$ cat src/hw/rtl/ptts_pkg.sv
// Shared types, codes and constants for the periodic task tick scheduler.
package ptts_pkg;

    // Widths and sizes
    localparam int CNT_W      = 16;
    localparam int CFG_IDX_W  = 8;
    localparam int SLOTS      = 4;

    // Defaults for top-level parameters
    localparam int TASKS_DEF     = 4;
    localparam int TICK_STEP_DEF = 1;

    // Reset values
    localparam logic [CNT_W-1:0] PERIOD_RST = 16'd100;
    localparam logic [CNT_W-1:0] COUNT_RST  = 16'd0;

    // Configuration register indexes
    localparam logic [CFG_IDX_W-1:0] CFG_PERIOD_BASE = 8'd0;
    localparam logic [CFG_IDX_W-1:0] CFG_FIRST_BASE  = 8'd4;

    // Request codes
    localparam logic [1:0] REQ_TICK    = 2'd0;
    localparam logic [1:0] REQ_DELETE  = 2'd1;
    localparam logic [1:0] REQ_SUSPEND = 2'd2;
    localparam logic [1:0] REQ_RESUME  = 2'd3;

    // Status codes
    localparam logic ST_OK  = 1'b0;
    localparam logic ST_ERR = 1'b1;

    // Input word
    typedef struct packed {
        logic [1:0] req_type;
        logic [2:0] task_index;
    } in_word_t;

    // Result word
    typedef struct packed {
        logic       fired;
        logic [1:0] task_id;
        logic       status;
        logic       last;
    } out_word_t;

    // Per-cell command bundle from the controller
    typedef struct packed {
        logic             wr_period;
        logic             wr_first;
        logic             clr_present;
        logic             clr_running;
        logic             set_running;
        logic [CNT_W-1:0] wdata;
    } cell_cmd_t;

    // Per-cell status back to the controller
    typedef struct packed {
        logic present;
        logic fire;
    } cell_stat_t;

endpackage

$ cat src/hw/rtl/periodic_task_tick_scheduler_top.sv
// Top level: request decode, cell chain and result sequencing.
//
//  channel  | ports                                   | handshake
//  ---------+-----------------------------------------+---------------------------
//  request  | start, busy, req                        | taken when start && !busy
//  result   | result_valid, result                    | one-cycle strobe, no stall
//  config   | cfg_valid, cfg_ready, cfg_index, cfg_data| taken when valid && ready
//
// A delete, suspend or resume does not raise busy; its word appears the next cycle.
// A tick passes a token down the chain, one cell per cycle, then a closing
// cycle, busy all the while. Each fired word but the last is strobed the
// cycle after the next firing; the last is carried by the closing word,
// which lands in the same cycle that busy falls.
// Reset loads each countdown with zero, periods with 100, all tasks live.
// The receiver cannot stall; results are never held back.
module periodic_task_tick_scheduler_top #(
    parameter int TASKS     = ptts_pkg::TASKS_DEF,
    parameter int TICK_STEP = ptts_pkg::TICK_STEP_DEF
) (
    input  logic                                clk,
    input  logic                                rst_n,
    input  logic                                start,
    output logic                                busy,
    input  ptts_pkg::in_word_t                  req,
    output logic                                result_valid,
    output ptts_pkg::out_word_t                 result,
    input  logic                                cfg_valid,
    output logic                                cfg_ready,
    input  logic [ptts_pkg::CFG_IDX_W-1:0]      cfg_index,
    input  logic [ptts_pkg::CNT_W-1:0]          cfg_data
);
    import ptts_pkg::*;

    localparam logic [1:0] S_IDLE = 2'd0;
    localparam logic [1:0] S_SCAN = 2'd1;

    logic [1:0]  state_reg, state_next;
    logic        tok_start_reg, tok_start_next;
    logic        pend_valid_reg, pend_valid_next;
    logic [1:0]  pend_id_reg, pend_id_next;
    logic        out_valid_reg, out_valid_next;
    out_word_t   out_reg, out_next;

    logic [TASKS:0]   tok;
    cell_cmd_t        cmd  [TASKS];
    cell_stat_t       stat [TASKS];
    logic             accept;
    logic             fire_any;
    logic [1:0]       fire_id;
    logic             sel_present;

    assign accept    = start && !busy;
    assign busy      = (state_reg != S_IDLE);
    assign cfg_ready = 1'b1;
    assign tok[0]    = tok_start_reg;

    // Cell chain
    for (genvar i = 0; i < TASKS; i++)
    begin : g_cell
        always_comb
        begin
            cmd[i].wdata       = cfg_data;
            cmd[i].wr_period   = cfg_valid && (cfg_index == CFG_PERIOD_BASE + CFG_IDX_W'(i));
            cmd[i].wr_first    = cfg_valid && (cfg_index == CFG_FIRST_BASE + CFG_IDX_W'(i));
            cmd[i].clr_present = accept && (req.req_type == REQ_DELETE)
                                 && (req.task_index == 3'(i)) && stat[i].present;
            cmd[i].clr_running = accept && (req.req_type == REQ_SUSPEND)
                                 && (req.task_index == 3'(i)) && stat[i].present;
            cmd[i].set_running = accept && (req.req_type == REQ_RESUME)
                                 && (req.task_index == 3'(i)) && stat[i].present;
        end

        ptts_cell #(
            .TICK_STEP (TICK_STEP)
        ) u_cell (
            .clk     (clk),
            .rst_n   (rst_n),
            .cmd     (cmd[i]),
            .tok_in  (tok[i]),
            .tok_out (tok[i+1]),
            .stat    (stat[i])
        );
    end

    // Fire detect and presence lookup
    always_comb
    begin
        fire_any    = 1'b0;
        fire_id     = '0;
        sel_present = 1'b0;
        for (int i = 0; i < TASKS; i++)
        begin
            if (stat[i].fire)
            begin
                fire_any = 1'b1;
                fire_id  = 2'(i);
            end
            if (req.task_index == 3'(i))
            begin
                sel_present = stat[i].present;
            end
        end
    end

    // Sequencer
    always_comb
    begin
        state_next      = state_reg;
        tok_start_next  = 1'b0;
        pend_valid_next = pend_valid_reg;
        pend_id_next    = pend_id_reg;
        out_valid_next  = 1'b0;
        out_next        = out_reg;
        unique case (state_reg)
            S_IDLE:
            begin
                if (accept)
                begin
                    if (req.req_type == REQ_TICK)
                    begin
                        tok_start_next  = 1'b1;
                        pend_valid_next = 1'b0;
                        state_next      = S_SCAN;
                    end
                    else
                    begin
                        out_valid_next   = 1'b1;
                        out_next.fired   = 1'b0;
                        out_next.task_id = '0;
                        out_next.status  = sel_present ? ST_OK : ST_ERR;
                        out_next.last    = 1'b1;
                    end
                end
            end
            S_SCAN:
            begin
                // Hold each firing until the next one so the last word can be flagged
                if (fire_any)
                begin
                    if (pend_valid_reg)
                    begin
                        out_valid_next   = 1'b1;
                        out_next.fired   = 1'b1;
                        out_next.task_id = pend_id_reg;
                        out_next.status  = ST_OK;
                        out_next.last    = 1'b0;
                    end
                    pend_valid_next = 1'b1;
                    pend_id_next    = fire_id;
                end
                // Closing cycle after the last cell
                if (tok[TASKS])
                begin
                    out_valid_next   = 1'b1;
                    out_next.fired   = pend_valid_reg;
                    out_next.task_id = pend_valid_reg ? pend_id_reg : 2'd0;
                    out_next.status  = ST_OK;
                    out_next.last    = 1'b1;
                    pend_valid_next  = 1'b0;
                    state_next       = S_IDLE;
                end
            end
            default:
            begin
                state_next = S_IDLE;
            end
        endcase
    end

    // Control registers
    always_ff @(posedge clk or negedge rst_n)
    begin
        if (!rst_n)
        begin
            state_reg      <= S_IDLE;
            tok_start_reg  <= 1'b0;
            pend_valid_reg <= 1'b0;
            out_valid_reg  <= 1'b0;
        end
        else
        begin
            state_reg      <= state_next;
            tok_start_reg  <= tok_start_next;
            pend_valid_reg <= pend_valid_next;
            out_valid_reg  <= out_valid_next;
        end
    end

    // Payload registers
    always_ff @(posedge clk)
    begin
        pend_id_reg <= pend_id_next;
        out_reg     <= out_next;
    end

    assign result_valid = out_valid_reg;
    assign result       = out_reg;

endmodule

$ cat src/hw/rtl/ptts_cell.sv
// One task cell: countdown, period, flags, and the scan token stage.
module ptts_cell #(
    parameter int TICK_STEP = ptts_pkg::TICK_STEP_DEF
) (
    input  logic                clk,
    input  logic                rst_n,
    input  ptts_pkg::cell_cmd_t cmd,
    input  logic                tok_in,
    output logic                tok_out,
    output ptts_pkg::cell_stat_t stat
);
    import ptts_pkg::*;

    localparam logic [CNT_W-1:0] STEP = CNT_W'(TICK_STEP);

    logic [CNT_W-1:0] cnt_reg, cnt_next;
    logic [CNT_W-1:0] period_reg, period_next;
    logic             present_reg, present_next;
    logic             running_reg, running_next;
    logic             tok_reg;
    logic             fire;
    logic [CNT_W-1:0] dec;

    // Fire when the token visits a live task at zero
    assign fire = tok_in && present_reg && running_reg && (cnt_reg == '0);

    // Saturating countdown with the 1 -> 2 bump
    always_comb
    begin
        dec = (cnt_reg > STEP) ? (cnt_reg - STEP) : '0;
        if (dec == CNT_W'(1))
        begin
            dec = CNT_W'(2);
        end
    end

    // Next-state logic
    always_comb
    begin
        cnt_next     = cnt_reg;
        period_next  = period_reg;
        present_next = present_reg;
        running_next = running_reg;
        if (cmd.wr_period)
        begin
            period_next = cmd.wdata;
        end
        if (cmd.clr_present)
        begin
            present_next = 1'b0;
        end
        if (cmd.clr_running)
        begin
            running_next = 1'b0;
        end
        if (cmd.set_running)
        begin
            running_next = 1'b1;
        end
        priority if (cmd.wr_first)
        begin
            cnt_next = cmd.wdata;
        end
        else if (fire)
        begin
            cnt_next = period_reg;
        end
        else if (tok_in)
        begin
            cnt_next = dec;
        end
    end

    // State registers
    always_ff @(posedge clk or negedge rst_n)
    begin
        if (!rst_n)
        begin
            cnt_reg     <= COUNT_RST;
            period_reg  <= PERIOD_RST;
            present_reg <= 1'b1;
            running_reg <= 1'b1;
            tok_reg     <= 1'b0;
        end
        else
        begin
            cnt_reg     <= cnt_next;
            period_reg  <= period_next;
            present_reg <= present_next;
            running_reg <= running_next;
            tok_reg     <= tok_in;
        end
    end

    assign tok_out      = tok_reg;
    assign stat.present = present_reg;
    assign stat.fire    = fire;

endmodule

$ cat config.mk
export PLATFORM = sky130hd
export DESIGN_NAME = periodic_task_tick_scheduler_top
export DESIGN_NICKNAME = d
export VERILOG_FILES = /design/src/hw/rtl/ptts_pkg.sv /design/src/hw/rtl/periodic_task_tick_scheduler_top.sv /design/src/hw/rtl/ptts_cell.sv
export SDC_FILE = /design/constraint.sdc
export NUM_CORES = 1
export LEC_CHECK = 0
export BUFFER_PORTS_ARGS = -buffer_cell sky130_fd_sc_hd__buf_2
export CAP_MARGIN = 20
export CORE_UTILIZATION = 50
export DETAILED_ROUTE_END_ITERATION = 8
export PLACE_DENSITY = 0.67
export SYNTH_ARGS = -nofsm -noshare
export SYNTH_HDL_FRONTEND = slang
export SYNTH_SLANG_ARGS = --single-unit
$ cat constraint.sdc
create_clock -name clk -period 3.1 [get_ports clk]
set_input_delay 0.62 -clock clk [delete_from_list [all_inputs] [get_ports clk]]
set_output_delay 0.62 -clock clk [all_outputs]
set_load 0.01 [all_outputs]
==> impl_metrics.toml, run 1 <==
[global_route]
grt_pass1_wl_mm = 40.1
grt_max_degree = 68
grt_pass1_vias = 7465
grt_overflow = 0
grt_use_total_pct = 28.4
antenna_found_initial = 2

[clocking]
htree_levels = 4
cts_tree = "done"
cts_resized = 0
clock_path_buffers = 2
cts_buffers = 17
clk_pin_slew_ns = 0.06
cts_root_buffer = "clkbuf_16"
cts.sink_count = 151
cts_hold_buf = 0
post_cts_buffers = 0
insertion_delay_ns = 0.42

[sta]
worst-slew-pin-transition_ns = 0.682
finalMaxSlewViolations = 0
fin_crit_ns = 2.85
fin_skew_ns = 0.00832
fmax_mhz = 350
rsz0062_at_grt = "no"
finalSetupViolations = 0
tns_ns = 0
fin_crit_sh_pct = 92.1
hold_violations = 0
slew_headroom_pct = 54.1

[logic_synthesis]
yosysWarnings = 0
syn_nets = 995
yosysTopAreaCell = "dfrtp_1"
synth.top_cell.area_share_pct = 34.5
syn_avg_cell_area_sq_um = 9.42
synth_cells = 954
synth_ff_type = "dfrtp_1"
yosysSeqAreaShare_pct = 42.7
synthArstFlopShare_pct = 95.4
synth_cell_types = 78
synth.area.top_cells = "dfrtp_1 (35%), mux2_2 (8.1%), dfstp_2 (5.8%), nor2_1 (5.1%), o21ai_0 (3.9%)"
synth_edf_count = 7
synth_seq_cells = 151
syn_area_sq_mm = 0.00899

[setup_path]
cpMaxStageDelayCell = "or4b_2"
path_class = "flop to flop"
critPathCaptureType = "flop"
cp-start-kind = "flop"
critPathMaxFanout = 10
worstPathRequired_ns = 3.39
crit_chain = "inv_1 > ha_1 > or4b_2 > nor4b_1 > mux2i_1 > o32a_1 > a2111oi_2 > o31ai_1"
path_buf_inv = 1
cp.arrival_ns = 3.15
critPathTopFamily = "simple AND/OR/NAND/NOR gates"
max_stage_delay_ns = 0.67

[pwr]
power_density_mw_per_mm2 = 500
irDropWorstVdd_mv = 0.420
p_leak_nw = 4.19
total_power_mw = 5.09

[die]
io_pins = 41
rows = 48
dieHeight_um = 136
die_area_sq_mm = 0.0185
core_area_sq_mm = 0.0174
die-width_um = 136
start_util_pct = 51.6

[placed_design]
gp_congestion = 0.941
io_buffer_count = 39
hpwl_mm = 16.3

[finish]
layout_common_cells = "dfrtp_1 (124), nor2_1 (122), nand2_1 (70), o21ai_0 (70), mux2_2 (65)"
multiInputGateArea_sq_mm = 0.00480
fin_nets = 1033
drive_gt1_share_pct = 22.2
syn2layout_area_growth_pct = 13.3
fill_cells = 1551
register_area_sq_mm = 0.00384
final_util_pct = 58.5
final_common_cell = "dfrtp_1"

[route]
drt-total-wl_mm = 24.4
drcViolationCount = 0
drtPass1Iterations = 6
first_iter_violations = 598
wl_per_cell_um = 19.8
antenna_left = 0
vias = 7753
drt-vias-per-instance = 6.30

[hold_path]
hold_path.class = "primary input to asynchronous set/reset pin"

[flow_run]
maxCapViolCount = 0

[status]
status = "complete, no violations"
[cell usage after synthesis (6+ instances only)]
cell type,n
edfxtp_1,7
o21ai_0,70
or3_1,11
o31ai_1,10
nor3b_1,6
a22o_1,11
o211ai_1,9
and2_1,6
clkbuf_1,41
o2bb2ai_1,12
or2_2,9
a21o_1,8
nor3_1,30
mux2_2,65
nand2b_1,9
a32o_1,10
xor2_1,14
nand3_1,25
nor2_1,122
nand4_1,14
a31oi_1,10
a211oi_1,10
inv_1,27
nor4b_1,6
or4_1,8
a21oi_1,17
dfrtp_1,124
nand2_1,70
buf_2,11
a221oi_1,32
o22ai_1,6
ha_1,8
xnor2_1,8
dfstp_2,20
nor4_1,11
[layout make-up]
type                       instances  share of cell area, %
inverter                          28                   1.03
clock buffer                      21                   4.62
timing repair buffer              76                   5.07
sequential                       151                   37.7
clock inverter                    11                   1.67
tap                              225                   2.76
antenna                            1                 0.0246
multi-input combinational        718                   47.1
[per-layer routing]
metal  share of wire [%]  global-route usage [%]
met1                  45                    38.5
met2                  46                    44.5
met3                 6.4                    6.64
met4                 2.9                    9.81
met5               0.033                       0
[final timing paths]
| path | endpoint | startpoint | cells past startpoint | slack [ns] |
|---|---|---|---|---|
| setup / recovery | g_cell[3].u_cell.cnt_reg[0]$_DFFE_PN0P_ | g_cell[3].u_cell.cnt_reg[0]$_DFFE_PN0P_ | 8 | 0.25 |
| hold / removal | g_cell[3].u_cell.cnt_reg[9]$_DFFE_PN0P_ | rst_n | 1 | 0.13 |
| setup reg to reg | g_cell[3].u_cell.cnt_reg[0]$_DFFE_PN0P_ | g_cell[3].u_cell.cnt_reg[0]$_DFFE_PN0P_ | 8 | 0.25 |
| hold reg to reg | g_cell[3].u_cell.present_reg$_DFFE_PN1P_ | g_cell[3].u_cell.present_reg$_DFFE_PN1P_ | 1 | 0.50 |
| max in group asynchronous | g_cell[1].u_cell.present_reg$_DFFE_PN1P_ | rst_n | 2 | 2.18 |
| min in group clk | tok_start_reg$_DFF_PN0_ | req[4] | 2 | 0.45 |
[through the flow]
step | std cells | hold WS (ns) | area (sq um) | setup WS (ns)
3_3_place_gp | 1198 | 0.475 | 9540 | 0.390
2_1_floorplan | 954 | 0.324 | 8990 | 0.397
6_report | 1231 | 0.131 | 10200 | 0.245
5_1_grt | 1231 | 0.170 | 10200 | 0.100
4_1_cts | 1230 | 0.159 | 10200 | 0.275
3_5_place_dp | 1198 | 0.489 | 9540 | 0.287
[report_power, final]
part	internal (mW)	switching, mW
clock	1.41	0.826
sequential	2.09	0.133
combinational	0.269	0.363
[kinds of logic (layout without fill, tap and decap cells)]
kind of cell | Yosys count | after routing | synth area share [%]
fa+ha+maj | 8 | 8 | 1.11
simple gates | 367 | 367 | 21.4
buf+inv | 85 | 136 | 3.95
flops | 151 | 151 | 42.7
other cells | 1 | 2 | 0.0417
xor+xnor | 22 | 22 | 2.14
compound gates | 249 | 249 | 19.7
mux | 71 | 71 | 8.95
Note: power is estimated with default switching activity, not from simulation.
==> inputs of run 2 (changes only) <==
- CELL_PAD_IN_SITES_DETAIL_PLACEMENT: not set -> 1
- CELL_PAD_IN_SITES_GLOBAL_PLACEMENT: not set -> 1
- CORE_UTILIZATION: 50 -> 49
- PLACE_DENSITY: 0.67 -> not set
- PLACE_DENSITY_LB_ADDON: not set -> 0.1
==> impl_metrics.toml, run 2 (same netlist as run 1, synthesis figures left out) <==
[status]
status = "complete, no violations"

[sta]
fin_crit_ns = 2.85
hold_violations = 0
fin_crit_sh_pct = 91.8
rsz0062_at_grt = "no"
tns_ns = 0
finalSetupViolations = 0
fmax_mhz = 351
finalMaxSlewViolations = 0
slew_headroom_pct = 45.4
worst-slew-pin-transition_ns = 0.819
fin_skew_ns = 0.0107

[finish]
layout_common_cells = "dfrtp_1 (124), nor2_1 (122), nand2_1 (70), o21ai_0 (70), mux2_2 (65)"
drive_gt1_share_pct = 22.5
diodes = 0
multiInputGateArea_sq_mm = 0.00481
stdcell_area_sq_mm = 0.0102
syn2layout_area_growth_pct = 13.3
register_area_sq_mm = 0.00384
final_common_cell = "dfrtp_1"
fin_nets = 1036
final_util_pct = 56.7
stdcell_count = 1237
fill_cells = 2019

[setup_path]
cp.arrival_ns = 3.14
critPathMaxFanout = 10
path_class = "flop to flop"
worstPathRequired_ns = 3.39
max_stage_delay_ns = 0.66
cpMaxStageDelayCell = "or4b_2"
crit_chain = "inv_1 > ha_2 > or4b_2 > nor4b_1 > mux2i_1 > o32a_1 > a2111oi_2 > o31ai_1"
cp-start-kind = "flop"
critPathCaptureType = "flop"

[global_route]
grt_pass1_vias = 8547
grt_overflow = 0
grt_max_degree = 62
grt_use_total_pct = 33.3
antenna_found_initial = 2
grt_pass1_wl_mm = 47.0

[pwr]
power_density_mw_per_mm2 = 507
p_leak_nw = 4.21
p_comb_share_pct = 13.2
p_seq_share_pct = 43.3
switching_share_pct = 27.2
irDropWorstVdd_mv = 0.366
power.internal_mw = 3.76
pwr-share-clk_pct = 43.6
p_switching_mw = 1.40

[clocking]
cts.sink_count = 151
htree_levels = 4
cts_root_buffer = "clkbuf_16"
clk_pin_slew_ns = 0.06
clock_path_buffers = 2
cts_tree = "done"
insertion_delay_ns = 0.43
cts_buffers = 17
post_cts_buffers = 0

[route]
wl_per_cell_um = 24.1
antenna_left = 0
first_iter_violations = 651
drtPass1Iterations = 5
drt-total-wl_mm = 29.8
drt-vias-per-instance = 6.58
drcViolationCount = 0
vias = 8137

[placed_design]
gp_congestion = 0.932
io_buffer_count = 39
dp.cells = 1205
hpwl_mm = 20.0
placed_cell_area_sq_mm = 0.00954

[die]
die-width_um = 137
die_area_sq_mm = 0.0189
rows = 49
dieHeight_um = 137
io_pins = 41
core_area_sq_mm = 0.0180
start_util_pct = 50.0

[flow_run]
maxCapViolCount = 0

[hold_path]
hold_path.class = "primary input to asynchronous set/reset pin"
[run 2: changes by cell type in the layout (fill, tap and decap cells not counted), moves of 2 or more]
cell        previous run  this run
buf_12                 3         1
buf_4                 34        39
clkinv_4               1         4
clkinvlp_4             3         1
[run 2: worst paths after layout]
path,startpoint,end,slack (ns),depth (start not counted)
worst max-delay path,g_cell[3].u_cell.cnt_reg[0]$_DFFE_PN0P_,g_cell[3].u_cell.cnt_reg[0]$_DFFE_PN0P_,0.25,8
worst min-delay path,rst_n,g_cell[3].u_cell.cnt_reg[9]$_DFFE_PN0P_,0.17,1
worst max register to register,g_cell[3].u_cell.cnt_reg[0]$_DFFE_PN0P_,g_cell[3].u_cell.cnt_reg[0]$_DFFE_PN0P_,0.25,8
worst min register to register,g_cell[3].u_cell.present_reg$_DFFE_PN1P_,g_cell[3].u_cell.present_reg$_DFFE_PN1P_,0.49,1
max in group asynchronous,rst_n,g_cell[1].u_cell.period_reg[2]$_DFFE_PN1P_,2.10,2
min in group clk,req[4],tok_start_reg$_DFF_PN0_,0.45,2
[run 2: layer usage]
| layer | routed length (um) | part of all wire (%) | vias up | global-route usage (%) |
|---|---|---|---|---|
| met3 | 1540 | 5.2 | 64 | 6.84 |
| met2 | 14700 | 49 | 227 | 56.9 |
| met5 | 26 | 0.087 | - | 0 |
| met4 | 940 | 3.2 | 4 | 13.6 |
| li1 | - | - | 3637 | - |
| met1 | 12600 | 42 | 4205 | 40.8 |
[run 2: stage by stage]
step           total power [mW]  hold slack, ns  worst slack (ns)
2_1_floorplan              2.65           0.324             0.397
3_3_place_gp               2.88           0.478             0.226
3_5_place_dp               2.92           0.485             0.169
4_1_cts                    5.18           0.187             0.166
5_1_grt                    5.34           0.208            0.0850
6_report                   5.16           0.167             0.254
[run 2: layout make-up]
type	count	area share [%]
clock buffers	21	4.52
repair buffers	79	5.05
flip-flops and latches	151	37.7
well taps	229	2.81
clock inverters	11	1.70
inverters	28	1.03
multi-input cells	718	47.2
[run 2: worst max-delay path: cells and delay by family (launching register included)]
family	cells	cell delay (ns)
muxes	1	0.13
buffers and inverters	1	0.14
AOI/OAI and AO/OA	3	0.74
DFF	1	0.46
adders and majority gates	1	0.31
and+or+nand+nor	2	0.93
[run 2: timing repair]
| item | in CTS | in global routing |
|---|---|---|
| gates resized for setup | 0 | 2 |
| hold buffers | 0 | 0 |
| setup endpoints to repair | 0 | 6 |
[run 2: power groups by stage]
stage          combinational (mW)  sequential (mW)  clock (mW)
6_report                    0.680             2.23        2.25
5_1_grt                     0.742             2.25        2.35
4_1_cts                     0.672             2.23        2.28
3_5_place_dp                0.661             2.26           0
3_3_place_gp                0.635             2.25           0
2_1_floorplan               0.452             2.19           0
